File: src/rtl/twa_pkg.sv
`default_nettype none

package twa_pkg;

   // Fixed field widths of the ports
   localparam int COORD_W = 24;
   localparam int TEXEL_W = 12;
   localparam int ELEM_W  = 26;
   localparam int BYTE_W  = 27;

   // Configuration register widths
   localparam int CSR_DIM_W  = 13;
   localparam int CSR_COMP_W = 3;
   localparam int CSR_BPC_W  = 2;
   localparam int CSR_MODE_W = 2;
   localparam int CSR_IDX_W  = 3;
   localparam int CSR_DATA_W = 13;

   // Register indexes
   localparam logic [CSR_IDX_W-1:0] CSR_IMAGE_WIDTH  = 3'd0;
   localparam logic [CSR_IDX_W-1:0] CSR_IMAGE_HEIGHT = 3'd1;
   localparam logic [CSR_IDX_W-1:0] CSR_COMPONENTS   = 3'd2;
   localparam logic [CSR_IDX_W-1:0] CSR_BYTES_PER_CH = 3'd3;
   localparam logic [CSR_IDX_W-1:0] CSR_WRAP_S_MODE  = 3'd4;
   localparam logic [CSR_IDX_W-1:0] CSR_WRAP_T_MODE  = 3'd5;

   // Wrap mode codes; the unused code behaves as repeat
   localparam logic [CSR_MODE_W-1:0] WRAP_REPEAT = 2'd0;
   localparam logic [CSR_MODE_W-1:0] WRAP_MIRROR = 2'd1;
   localparam logic [CSR_MODE_W-1:0] WRAP_CLAMP  = 2'd2;

   // Geometry
   localparam int MAX_DIM   = 4096;
   localparam int FRAC_BITS = 16;
   localparam int IDX_W     = $clog2(MAX_DIM);       // texel index, size - 1
   localparam int SIZE_W    = IDX_W + 1;             // size itself
   localparam int PER_W     = SIZE_W + 1;            // period up to 2 * size
   localparam int PROD_W    = COORD_W + IDX_W;       // magnitude * (size - 1)
   localparam int Q_W       = PROD_W - FRAC_BITS;    // scaled index magnitude
   localparam int DIV_STEP  = 4;                     // dividend bits shifted in per stage
   localparam int DIV_STAGES = (Q_W + DIV_STEP - 1) / DIV_STEP;
   localparam int Q_PAD     = DIV_STAGES * DIV_STEP;
   localparam int AXIS_STAGES = DIV_STAGES + 3;
   localparam int ADDR_STAGES = 2;
   localparam int N_STAGES  = AXIS_STAGES + ADDR_STAGES;
   localparam int YW_W      = IDX_W + SIZE_W;

   typedef struct packed {
      logic [SIZE_W-1:0] size;
      logic [IDX_W-1:0]  size_m1;
      logic [PER_W-1:0]  period;
      logic              mirror;
      logic              clamp;
   } axis_cfg_type;

   typedef struct packed {
      logic [SIZE_W-1:0]     width;
      logic [CSR_COMP_W-1:0] comp;
      logic                  bpc2;
   } addr_cfg_type;

endpackage

`default_nettype wire

File: src/rtl/twa_axis.sv
`default_nettype none

module twa_axis
   import twa_pkg::*;
(
   input  wire logic                      clock,
   input  wire axis_cfg_type              cfg,
   input  wire logic [AXIS_STAGES-1:0]    en,
   input  wire logic signed [COORD_W-1:0] coord,
   output logic [IDX_W-1:0]               texel
);

   // Stage 0: sign and magnitude
   logic               neg0_ff;
   logic [COORD_W-1:0] mag0_ff;
   // Stage 1: scaled magnitude
   logic               neg1_ff;
   logic [Q_PAD-1:0]   m1_ff;
   logic [PROD_W-1:0]  prod_in;
   // Remainder stages
   logic [PER_W-1:0]   rem_ff [DIV_STAGES];
   logic [PER_W-1:0]   rem_in [DIV_STAGES];
   logic [Q_PAD-1:0]   md_ff  [DIV_STAGES];
   logic               negd_ff[DIV_STAGES];
   // Final wrap
   logic [IDX_W-1:0]   texel_ff;
   logic [IDX_W-1:0]   texel_in;

   always_ff @(posedge clock) begin
      if (en[0]) begin
         neg0_ff <= coord[COORD_W-1];
         mag0_ff <= coord[COORD_W-1] ? (~coord + 1'b1) : coord;
      end
   end

   assign prod_in = PROD_W'(mag0_ff) * PROD_W'(cfg.size_m1);

   always_ff @(posedge clock) begin
      if (en[1]) begin
         neg1_ff <= neg0_ff;
         m1_ff   <= Q_PAD'(prod_in >> FRAC_BITS);
      end
   end

   for (genvar k = 0; k < DIV_STAGES; k++) begin : g_div
      logic [PER_W-1:0] rem_prev;
      logic [Q_PAD-1:0] m_prev;
      logic             neg_prev;

      if (k == 0) begin : g_first
         assign rem_prev = '0;
         assign m_prev   = m1_ff;
         assign neg_prev = neg1_ff;
      end else begin : g_next
         assign rem_prev = rem_ff[k-1];
         assign m_prev   = md_ff[k-1];
         assign neg_prev = negd_ff[k-1];
      end

      // shift in DIV_STEP dividend bits in turn, subtracting the period where it fits
      always_comb begin
         logic [PER_W:0] r;
         r = {1'b0, rem_prev};
         for (int b = 0; b < DIV_STEP; b++) begin
            r = {r[PER_W-1:0], m_prev[Q_PAD-1-DIV_STEP*k-b]};
            if (r >= {1'b0, cfg.period}) begin
               r = r - {1'b0, cfg.period};
            end
         end
         rem_in[k] = r[PER_W-1:0];
      end

      always_ff @(posedge clock) begin
         if (en[2+k]) begin
            rem_ff[k]  <= rem_in[k];
            md_ff[k]   <= m_prev;
            negd_ff[k] <= neg_prev;
         end
      end
   end

   always_comb begin
      logic [PER_W-1:0] rem;
      logic [Q_PAD-1:0] m;
      logic             neg;
      logic [PER_W-1:0] r;
      rem = rem_ff[DIV_STAGES-1];
      m   = md_ff[DIV_STAGES-1];
      neg = negd_ff[DIV_STAGES-1];
      // negative index: fold into the period
      r = (neg && (rem != '0)) ? (cfg.period - rem) : rem;
      // second half of a mirrored period runs backwards
      if (cfg.mirror && (r >= PER_W'(cfg.size))) begin
         r = cfg.period - 1'b1 - r;
      end
      if (cfg.clamp) begin
         if (neg) begin
            texel_in = '0;
         end else if (m >= Q_PAD'(cfg.size)) begin
            texel_in = cfg.size_m1;
         end else begin
            texel_in = m[IDX_W-1:0];
         end
      end else begin
         texel_in = r[IDX_W-1:0];
      end
   end

   always_ff @(posedge clock) begin
      if (en[AXIS_STAGES-1]) begin
         texel_ff <= texel_in;
      end
   end

   assign texel = texel_ff;

endmodule

`default_nettype wire

File: src/rtl/twa_addr.sv
`default_nettype none

module twa_addr
   import twa_pkg::*;
(
   input  wire logic                   clock,
   input  wire addr_cfg_type           cfg,
   input  wire logic [ADDR_STAGES-1:0] en,
   input  wire logic [IDX_W-1:0]       texel_x,
   input  wire logic [IDX_W-1:0]       texel_y,
   output logic [TEXEL_W-1:0]          out_x,
   output logic [TEXEL_W-1:0]          out_y,
   output logic [ELEM_W-1:0]           element_index,
   output logic [BYTE_W-1:0]           byte_addr
);

   localparam int SUM_W  = YW_W + 1;
   localparam int FULL_W = SUM_W + CSR_COMP_W;

   logic [IDX_W-1:0]   xa_ff;
   logic [IDX_W-1:0]   ya_ff;
   logic [YW_W-1:0]    yw_ff;
   logic [IDX_W-1:0]   xb_ff;
   logic [IDX_W-1:0]   yb_ff;
   logic [ELEM_W-1:0]  elem_ff;
   logic [BYTE_W-1:0]  byte_ff;
   logic [FULL_W-1:0]  full_in;

   // row offset
   always_ff @(posedge clock) begin
      if (en[0]) begin
         xa_ff <= texel_x;
         ya_ff <= texel_y;
         yw_ff <= YW_W'(texel_y) * YW_W'(cfg.width);
      end
   end

   assign full_in = FULL_W'(SUM_W'(yw_ff) + SUM_W'(xa_ff)) * FULL_W'(cfg.comp);

   always_ff @(posedge clock) begin
      if (en[1]) begin
         xb_ff   <= xa_ff;
         yb_ff   <= ya_ff;
         elem_ff <= ELEM_W'(full_in);
         byte_ff <= cfg.bpc2 ? BYTE_W'({full_in, 1'b0}) : BYTE_W'(full_in);
      end
   end

   assign out_x         = TEXEL_W'(xb_ff);
   assign out_y         = TEXEL_W'(yb_ff);
   assign element_index = elem_ff;
   assign byte_addr     = byte_ff;

endmodule

`default_nettype wire

File: src/rtl/texture_wrap_address_unit.sv
`default_nettype none

// Texture wrap addressing unit.
// Request channel (req_): one signed Q8.16 coordinate pair per transaction.
// Response channel (rsp_): wrapped texel x and y, element index and byte address.
// Both channels move a transaction on a clock edge with valid high and stall low.
// Register port (csr_): index and write data, always ready; write it only while
// no transaction is in flight. Registers: width, height, components, bytes per
// channel, horizontal and vertical wrap mode.
// Throughput: one transaction per cycle while the response is not stalled.
// Depth is set by the sign/magnitude stage, the scaling multiplier, the
// remainder pipeline, which retires four index bits per stage over five stages,
// the final wrap stage and two address stages.
// A stalled response holds every stage behind it; empty stages still fill, so
// requests keep flowing until the pipeline is full.
// Reset (synchronous): drop all transactions in flight, load the register
// defaults (1 x 1 texels, four components, one byte per channel, repeat).
module texture_wrap_address_unit
   import twa_pkg::*;
(
   input  wire logic                      clock,
   input  wire logic                      reset,
   // request
   input  wire logic                      req_valid,
   output logic                           req_stall,
   input  wire logic signed [COORD_W-1:0] req_s_coord,
   input  wire logic signed [COORD_W-1:0] req_t_coord,
   // response
   output logic                           rsp_valid,
   input  wire logic                      rsp_stall,
   output logic [TEXEL_W-1:0]             rsp_texel_x,
   output logic [TEXEL_W-1:0]             rsp_texel_y,
   output logic [ELEM_W-1:0]              rsp_element_index,
   output logic [BYTE_W-1:0]              rsp_byte_addr,
   // registers
   input  wire logic                      csr_valid,
   output logic                           csr_ready,
   input  wire logic [CSR_IDX_W-1:0]      csr_index,
   input  wire logic [CSR_DATA_W-1:0]     csr_wdata
);

   logic [CSR_DIM_W-1:0]  width_ff;
   logic [CSR_DIM_W-1:0]  height_ff;
   logic [CSR_COMP_W-1:0] comp_ff;
   logic [CSR_BPC_W-1:0]  bpc_ff;
   logic [CSR_MODE_W-1:0] mode_s_ff;
   logic [CSR_MODE_W-1:0] mode_t_ff;

   logic [SIZE_W-1:0]     width_lim;
   logic [SIZE_W-1:0]     height_lim;
   axis_cfg_type          cfg_s;
   axis_cfg_type          cfg_t;
   addr_cfg_type          cfg_a;

   logic [N_STAGES-1:0]   valid_ff;
   logic [N_STAGES:0]     en;

   logic [IDX_W-1:0]      tex_x;
   logic [IDX_W-1:0]      tex_y;

   // ---------------------------------------------------------------
   // Register file
   // ---------------------------------------------------------------
   assign csr_ready = 1'b1;

   always_ff @(posedge clock) begin
      if (reset) begin
         width_ff  <= CSR_DIM_W'(1);
         height_ff <= CSR_DIM_W'(1);
         comp_ff   <= CSR_COMP_W'(4);
         bpc_ff    <= CSR_BPC_W'(1);
         mode_s_ff <= WRAP_REPEAT;
         mode_t_ff <= WRAP_REPEAT;
      end else if (csr_valid && csr_ready) begin
         unique case (csr_index)
            CSR_IMAGE_WIDTH:  width_ff  <= csr_wdata;
            CSR_IMAGE_HEIGHT: height_ff <= csr_wdata;
            CSR_COMPONENTS:   comp_ff   <= csr_wdata[CSR_COMP_W-1:0];
            CSR_BYTES_PER_CH: bpc_ff    <= csr_wdata[CSR_BPC_W-1:0];
            CSR_WRAP_S_MODE:  mode_s_ff <= csr_wdata[CSR_MODE_W-1:0];
            CSR_WRAP_T_MODE:  mode_t_ff <= csr_wdata[CSR_MODE_W-1:0];
            default: ;
         endcase
      end
   end

   // Limit sizes to 1..MAX_DIM and components to 1..4
   always_comb begin
      if (width_ff == '0) begin
         width_lim = SIZE_W'(1);
      end else if (int'(width_ff) > MAX_DIM) begin
         width_lim = SIZE_W'(MAX_DIM);
      end else begin
         width_lim = SIZE_W'(width_ff);
      end
      if (height_ff == '0) begin
         height_lim = SIZE_W'(1);
      end else if (int'(height_ff) > MAX_DIM) begin
         height_lim = SIZE_W'(MAX_DIM);
      end else begin
         height_lim = SIZE_W'(height_ff);
      end
   end

   always_comb begin
      cfg_s.size    = width_lim;
      cfg_s.size_m1 = IDX_W'(width_lim - 1'b1);
      cfg_s.mirror  = (mode_s_ff == WRAP_MIRROR);
      cfg_s.clamp   = (mode_s_ff == WRAP_CLAMP);
      cfg_s.period  = cfg_s.mirror ? {width_lim, 1'b0} : PER_W'(width_lim);

      cfg_t.size    = height_lim;
      cfg_t.size_m1 = IDX_W'(height_lim - 1'b1);
      cfg_t.mirror  = (mode_t_ff == WRAP_MIRROR);
      cfg_t.clamp   = (mode_t_ff == WRAP_CLAMP);
      cfg_t.period  = cfg_t.mirror ? {height_lim, 1'b0} : PER_W'(height_lim);

      cfg_a.width = width_lim;
      if (comp_ff == '0) begin
         cfg_a.comp = CSR_COMP_W'(1);
      end else if (comp_ff > CSR_COMP_W'(4)) begin
         cfg_a.comp = CSR_COMP_W'(4);
      end else begin
         cfg_a.comp = comp_ff;
      end
      cfg_a.bpc2 = (bpc_ff >= CSR_BPC_W'(2));
   end

   // ---------------------------------------------------------------
   // Pipeline control: a stage loads when it is empty or the stage
   // ahead of it loads, so bubbles close up behind a stalled response.
   // ---------------------------------------------------------------
   always_comb begin
      en[N_STAGES] = !rsp_stall;
      for (int k = N_STAGES - 1; k >= 0; k--) begin
         en[k] = !valid_ff[k] || en[k+1];
      end
   end

   assign req_stall = !en[0];

   always_ff @(posedge clock) begin
      if (reset) begin
         valid_ff <= '0;
      end else begin
         if (en[0]) begin
            valid_ff[0] <= req_valid;
         end
         for (int k = 1; k < N_STAGES; k++) begin
            if (en[k]) begin
               valid_ff[k] <= valid_ff[k-1];
            end
         end
      end
   end

   assign rsp_valid = valid_ff[N_STAGES-1];

   // ---------------------------------------------------------------
   // Datapath: scale and wrap each axis, then form the address
   // ---------------------------------------------------------------
   twa_axis u_axis_s (
      .clock (clock),
      .cfg   (cfg_s),
      .en    (en[AXIS_STAGES-1:0]),
      .coord (req_s_coord),
      .texel (tex_x)
   );

   twa_axis u_axis_t (
      .clock (clock),
      .cfg   (cfg_t),
      .en    (en[AXIS_STAGES-1:0]),
      .coord (req_t_coord),
      .texel (tex_y)
   );

   twa_addr u_addr (
      .clock         (clock),
      .cfg           (cfg_a),
      .en            (en[N_STAGES-1:AXIS_STAGES]),
      .texel_x       (tex_x),
      .texel_y       (tex_y),
      .out_x         (rsp_texel_x),
      .out_y         (rsp_texel_y),
      .element_index (rsp_element_index),
      .byte_addr     (rsp_byte_addr)
   );

   // ---------------------------------------------------------------
   // Checks
   // ---------------------------------------------------------------
   // Back-pressure only reaches the request side once every stage is full
   assert property (@(posedge clock) disable iff (reset)
      req_stall |-> (&valid_ff))
      else $error("request stalled with an empty stage in the pipeline");

   // An accepted request occupies the first stage on the next edge
   assert property (@(posedge clock) disable iff (reset)
      (req_valid && !req_stall) |=> valid_ff[0])
      else $error("accepted request lost at pipeline entry");

   // Reset leaves the pipeline empty
   assert property (@(posedge clock)
      $past(reset) |-> (valid_ff == '0))
      else $error("transaction in flight after reset");

endmodule

`default_nettype wire
File: config.mk
export PLATFORM = sky130hd
export DESIGN_NAME = texture_wrap_address_unit
export DESIGN_NICKNAME = d
export VERILOG_FILES = /design/src/rtl/twa_pkg.sv /design/src/rtl/twa_axis.sv /design/src/rtl/twa_addr.sv /design/src/rtl/texture_wrap_address_unit.sv
export SDC_FILE = /design/constraint.sdc
export NUM_CORES = 2
export LEC_CHECK = 0
export BUFFER_PORTS_ARGS = -buffer_cell sky130_fd_sc_hd__buf_4
export CELL_PAD_IN_SITES_DETAIL_PLACEMENT = 1
export CELL_PAD_IN_SITES_GLOBAL_PLACEMENT = 2
export CORE_UTILIZATION = 42
export DETAILED_ROUTE_END_ITERATION = 7
export GPL_ROUTABILITY_DRIVEN = 0
export PLACE_DENSITY = 0.92
export SLEW_MARGIN = 20
export SYNTH_ARGS = -nofsm -noshare
export SYNTH_HDL_FRONTEND = slang
export SYNTH_SLANG_ARGS = --single-unit
File: constraint.sdc
create_clock -name clock -period 17.5 [get_ports clock]
set_input_delay 3.5 -clock clock [delete_from_list [all_inputs] [get_ports clock]]
set_output_delay 3.5 -clock clock [all_outputs]
set_load 0.05 [all_outputs]
==> Word level (Yosys, flattened, before mapping) <==
Memories as Yosys holds them, arrays and structs flattened.
Index checks and enable logic that the tools add are counted.
W data, S select, Z words.
{ "totals": {"mem_bits_rw": 350, "wordCells": 265, "reg_bits": 287, "in_bits": 69, "output_inout_bits": 80, "n_memories": 6} }
{ "classes": {"n_mux": 71, "bitwise_logic": 2, "mul": 4, "addsub": 51, "n_eq_ne": 9, "reduce_logical": 38, "order_cmp": 48} }
{ "memory_table": {"columns": ["memory", "depth", "word_bits", "read_ports", "rd_clocked_by_memory_dff", "write_ports", "line_no", "source"], "rows": [
  ["u_axis_s.md_ff", 5, 20, 5, 0, 5, "twa_axis.sv:23", "logic [Q_PAD-1:0] md_ff [DIV_STAGES];"],
  ["u_axis_t.md_ff", 5, 20, 5, 0, 5, "twa_axis.sv:23", null],
  ["u_axis_s.rem_ff", 5, 14, 5, 0, 5, "twa_axis.sv:21", "logic [PER_W-1:0] rem_ff [DIV_STAGES];"],
  ["u_axis_t.rem_ff", 5, 14, 5, 0, 5, "twa_axis.sv:21", null],
  ["u_axis_s.negd_ff", 5, 1, 5, 0, 5, "twa_axis.sv:24", "logic negd_ff[DIV_STAGES];"],
  ["u_axis_t.negd_ff", 5, 1, 5, 0, 5, "twa_axis.sv:24", null]
]} }
{ "ops": {"columns": ["op", "count"], "rows": [
  ["$mux W14", 44],
  ["$ge A15 B14 Y1", 38],
  ["$sub A14 B14 Y14", 40],
  ["$mux W12", 8],
  ["$mul A24 B12 Y36", 2],
  ["$mux W13", 4],
  ["$add A24 B1 Y24 const B", 2],
  ["$not A24 Y24", 2],
  ["$sub A12 B1 Y12 const B", 4],
  ["$mux W23", 2],
  ["$ge A20 B13 Y1", 2],
  ["$mul A29 B3 Y27", 1],
  ["$ge A1 B14 Y1", 2],
  ["$ge A14 B13 Y1", 2],
  ["$reduce_bool A14 Y1", 2],
  ["$sub A1 B14 Y14", 2],
  ["$mux W27", 1],
  ["$add A25 B12 Y26", 1],
  ["$gt A13 B13 Y1 const B", 2],
  ["$logic_not A13 Y1", 2],
  ["$mul A12 B13 Y25", 1],
  ["$sub A12 B12 Y12", 2],
  ["$logic_not A1 Y1", 12],
  ["$reduce_and A2 Y1", 6],
  ["other kinds (12)", 39]
]} }

==> Depth between registers and ports, before layout <==
{ "logic_depth": {"ltp_word": 12, "mapped_depth": 57, "ltp_nobuf": 53} }

==> Modules after synthesis <==
A second synthesis with hierarchy kept.
{ "unflattened": {"cells_unflattened": 8781, "hier_area_um2": 81271.7} }
{ "by_module_without_submodules": {"columns": ["mod", "area_each_um2", "instances", "seq_area_each_um2", "cells_each"], "rows": [
  ["twa_axis (u_axis_t)", 33208.1, 1, 6996.7, 3592],
  ["twa_axis (u_axis_s)", 33121.8, 1, 6996.7, 3564],
  ["twa_addr", 12147.9, 1, 3783.6, 1207],
  ["texture_wrap_address_unit", 2793.9, 1, 880.8, 418]
]} }

==> Worst setup path after synthesis <==
Ideal clock, no wire load.
{ "synth_timing": {"kind": "input port to output port", "startpoint": "in rsp_stall", "endpoint": "out req_stall", "path_stages": 6, "arrival_ps": 9055, "required_ps": 14000, "path_slack_ps": 4945, "path_cell_list": "and3_1 > and3_1 > nand3_1 > nor2_1 > nand4_1 > inv_1"} }
{ "synth_between": {"elab_chain_cells": 12} }
{ "synth_rtl": {"columns": ["item", "line_no", "source"], "rows": [
  ["start: declaration", "texture_wrap_address_unit.sv:30", "input wire logic rsp_stall,"],
  ["$logic_not A1 Y1", "texture_wrap_address_unit.sv:134", "en[N_STAGES] = !rsp_stall;"],
  ["$logic_or A1 B1 Y1 (6 in a row)", "texture_wrap_address_unit.sv:136", "en[k] = !valid_ff[k] || en[k+1];"],
  ["named net en[4]", "texture_wrap_address_unit.sv:56", "logic [N_STAGES:0] en;"],
  ["$logic_or A1 B1 Y1 (4 in a row)", "texture_wrap_address_unit.sv:136", null],
  ["$logic_not A1 Y1", "texture_wrap_address_unit.sv:140", "assign req_stall = !en[0];"],
  ["end: declaration", "texture_wrap_address_unit.sv:25", "output logic req_stall,"]
]} }
The timed path passes the listed nets, and every way through them passes these cells.

==> out/results.tsv <==
metric	value	unit
status	finished clean	
ys_seq_elements	636	
layout.cells.most_common_list	sky130_fd_sc_hd__nand2_1, sky130_fd_sc_hd__inv_1, sky130_fd_sc_hd__ha_1, sky130_fd_sc_hd__edfxtp_1, sky130_fd_sc_hd__fa_1	
timing.critical_path.buf_inv	3	
hp-class	reg2reg	
cell_with_the_biggest_individual_delay_on_the_critical_path	sky130_fd_sc_hd__o41ai_4	
number_of_pins_exceeding_their_max_slew_limit_in_the_final_report	0	
num-fill-cells	22804	
gr-total-overflow	0	
hold_violations	0	
worst_path_most_repeated_cell	sky130_fd_sc_hd__ha_1	
synth-main-ff-cell	sky130_fd_sc_hd__edfxtp_1	
grt_setup_unrepaired	no	
postcts_setup_bufs	0	
ys_seq_area_share	22.5	%
timing.critical_path.to_type	flip-flop	
number_of_library_cell_types_mapped_by_synthesis	131	
grtUsageTotal	27.2	%
post-route-period-util	80.4	%
post_route_cells_drive_above_1_share	7.96	%
timing.critical_path.max_delay_family	compound AO/OA/AOI/OAI gates	
fmax_achieved	71.1	MHz
critPathRequiredTime	17980	ps
post_drt_wl_per_cell	22.5	microns
setup_total_negative_slack	0	ps
dieWidth	447	microns
synthesis.instances	9477	
dp_hpwl	213000	microns
chipHeight	447	microns
postCtsResizedCells	0	
slew_headroom	27.5	%
rows	162	
cts_buffers	82	
first_pass_grt_wire_length	430000	microns
synth_edf_count	592	
drt_first_iter_violations	4654	
cts_tree	built	
detailed_route_via_count	71542	
grt_max_degree	78	
htree_num_levels	3	
layout_commonest_cell	sky130_fd_sc_hd__nand2_1	
clock_sinks	636	
post_synth.cell_area_avg	8.77	sq um
final_nets	10886	
route.detailed.drc	0	
cell_types_with_the_largest_area_share_after_synthesis	sky130_fd_sc_hd__edfxtp_1, sky130_fd_sc_hd__fa_1, sky130_fd_sc_hd__ha_1, sky130_fd_sc_hd__xnor2_1, sky130_fd_sc_hd__nand2_1	
routed_wirelength	274000	microns
worstHoldPathCells	0	
critPathLaunchType	flip-flop	
netlist_area	0.0831	sq mm
worst_path_largest_cell_delay	850	ps
first_global_vias	75917	
initial_utilization	42.5	%
antenna_violating_nets_post_route	0	
die_area	0.200	sq mm
synth_fp_nets	10885	
insertion_delay_of_the_later_clocked_pin_in_the_worst_skew_pair	740	ps
critPathKind	reg2reg	
antenna_found_initial	9	
clock_tree.buffer_depth	3	
path_clk_slew	70	ps
detailedRoute.firstPassIterationCount	5	
post-route-min-period	14070	ps
critPathArrivalTime	14550	ps
post_drt_via_cell_ratio	5.88	
setup-violations-final	0	
place.port_buffers	147	
worst-slew-pin-transition	1090	ps
synth_area_leader_cell	sky130_fd_sc_hd__edfxtp_1	
core_region_area	0.196	sq mm
critical_path_cell_count	48	
ctsRootBufferMaster	sky130_fd_sc_hd__clkbuf_16	
design.portCount	149	
yosys_warnings	0	
netlist.area_leader.share	21.4	%
cap_violations	0	
finalClockSkew	33.2	ps
syn_to_final_growth	8.51	%
cts-hold-fix-buffers	0	
critical_path_peak_fanout	25	
r2r_cells	48	
synthArstFlopShare	0	%
-- area by class of cell --
| type | instances | area (sq um) | area share [%] |
|---|---|---|---|
| inverter | 963 | 3620 | 4.01 |
| antenna | 3 | 7.51 | 0.00833 |
| sequential | 636 | 18700 | 20.7 |
| clock inverter | 57 | 763 | 0.847 |
| multi-input combinational | 7516 | 59600 | 66.1 |
| tap | 2624 | 3280 | 3.64 |
| clock buffer | 91 | 2140 | 2.37 |
| timing repair buffer | 279 | 2100 | 2.33 |
-- routing by layer --
metal / vias up / GRT usage, % / part of all wire (%) / wire, microns
met5: - / 0 / 0.021 / 58
met4: 10 / 10.4 / 3.7 / 10200
met3: 485 / 3.50 / 5.6 / 15200
met2: 1896 / 46.1 / 48 / 130000
met1: 36208 / 35.1 / 43 / 118000
li1: 32943 / - / - / -
-- cells by family after synthesis --
logic type | share of synthesized area (%)
AO/OA/AOI/OAI | 16.5
other | 0.00451
XOR/XNOR | 8.14
multiplexers | 3.03
adder cells (fa/ha/maj) | 26.3
AND/OR/NAND/NOR | 17.4
buffers and inverters | 6.12
flip-flops | 22.5
-- Yosys cell counts (56+ instances only) --
cell type / count
sky130_fd_sc_hd__nand2_1: 1261
sky130_fd_sc_hd__inv_1: 956
sky130_fd_sc_hd__ha_1: 757
sky130_fd_sc_hd__edfxtp_1: 592
sky130_fd_sc_hd__fa_1: 582
sky130_fd_sc_hd__xnor2_1: 562
sky130_fd_sc_hd__a21oi_1: 553
sky130_fd_sc_hd__nor2_1: 534
sky130_fd_sc_hd__o21ai_0: 478
sky130_fd_sc_hd__and2_1: 285
sky130_fd_sc_hd__clkbuf_1: 277
sky130_fd_sc_hd__xor2_1: 196
sky130_fd_sc_hd__nand3_1: 182
sky130_fd_sc_hd__a21o_1: 175
sky130_fd_sc_hd__nor3_1: 138
sky130_fd_sc_hd__mux2_2: 125
sky130_fd_sc_hd__nor2b_1: 95
sky130_fd_sc_hd__mux2i_1: 93
sky130_fd_sc_hd__nand2b_1: 91
sky130_fd_sc_hd__o21bai_1: 85
sky130_fd_sc_hd__and3_1: 78
sky130_fd_sc_hd__maj3_1: 68
sky130_fd_sc_hd__a31oi_1: 67
sky130_fd_sc_hd__a211oi_1: 66
sky130_fd_sc_hd__o21a_1: 65
sky130_fd_sc_hd__or3_1: 64
sky130_fd_sc_hd__nand4_1: 61
sky130_fd_sc_hd__o31ai_1: 56
-- stage by stage --
stage / area [sq um] / setup WS (ps) / instances / utilization, % / hold WS [ps]
2_1_floorplan: 83100 / 4950 / 9477 / - / 400
3_3_place_gp: 87200 / 3910 / 12018 / 44.6 / 400
3_5_place_dp: 87200 / 3560 / 12018 / 44.6 / 406
4_1_cts: 90100 / 3520 / 12166 / 46.1 / 404
5_1_grt: 90100 / 2580 / 12167 / 46.1 / 407
6_report: 90100 / 3430 / 12169 / 46.1 / 402
-- flip-flops by register name, indices dropped and copies added (netlist names), 5 cells and up --
name and count:
u_axis_s.g_div.m_prev 20, height_ff 13, u_addr.out_x 12, u_axis_s.rem_ff 70, u_axis_s.negd_ff 5, u_addr.element_index 26
u_addr.yw_ff 25, u_axis_t.texel 12, width_ff 13, u_axis_t.negd_ff 5, u_addr.out_y 12, u_axis_s.texel 12
u_axis_t.mag0_ff 24, u_axis_t.g_div.m_prev 20, u_axis_s.mag0_ff 24, u_axis_s.md_ff 100, u_addr.byte_addr 27, u_addr.xa_ff 12
u_addr.ya_ff 12, u_axis_t.rem_ff 70, u_axis_t.md_ff 100, valid_ff 10
-- worst paths after layout --
path,slack [ps],to,from
min,400,u_axis_t.md_ff[0][13],u_axis_t.g_div[0].m_prev[13]
min reg2reg,400,u_axis_t.md_ff[0][13],u_axis_t.g_div[0].m_prev[13]
max reg2reg,3430,u_axis_t.rem_ff[2][3],height_ff[3]
max,3430,u_axis_t.rem_ff[2][3],height_ff[3]
-- worst reg2reg max path, delay by kind of cell (launching register included) --
kind            cells  cell delay (ps)
xor+xnor            1              130
fa+ha+maj           9             3050
mux                 1              420
buf+inv             3              770
compound gates     23             5610
simple gates       11             3390
flops               1              450
Power is not shown: default switching activity piles up to over one toggle a cycle in this logic, so the estimate is an artifact.
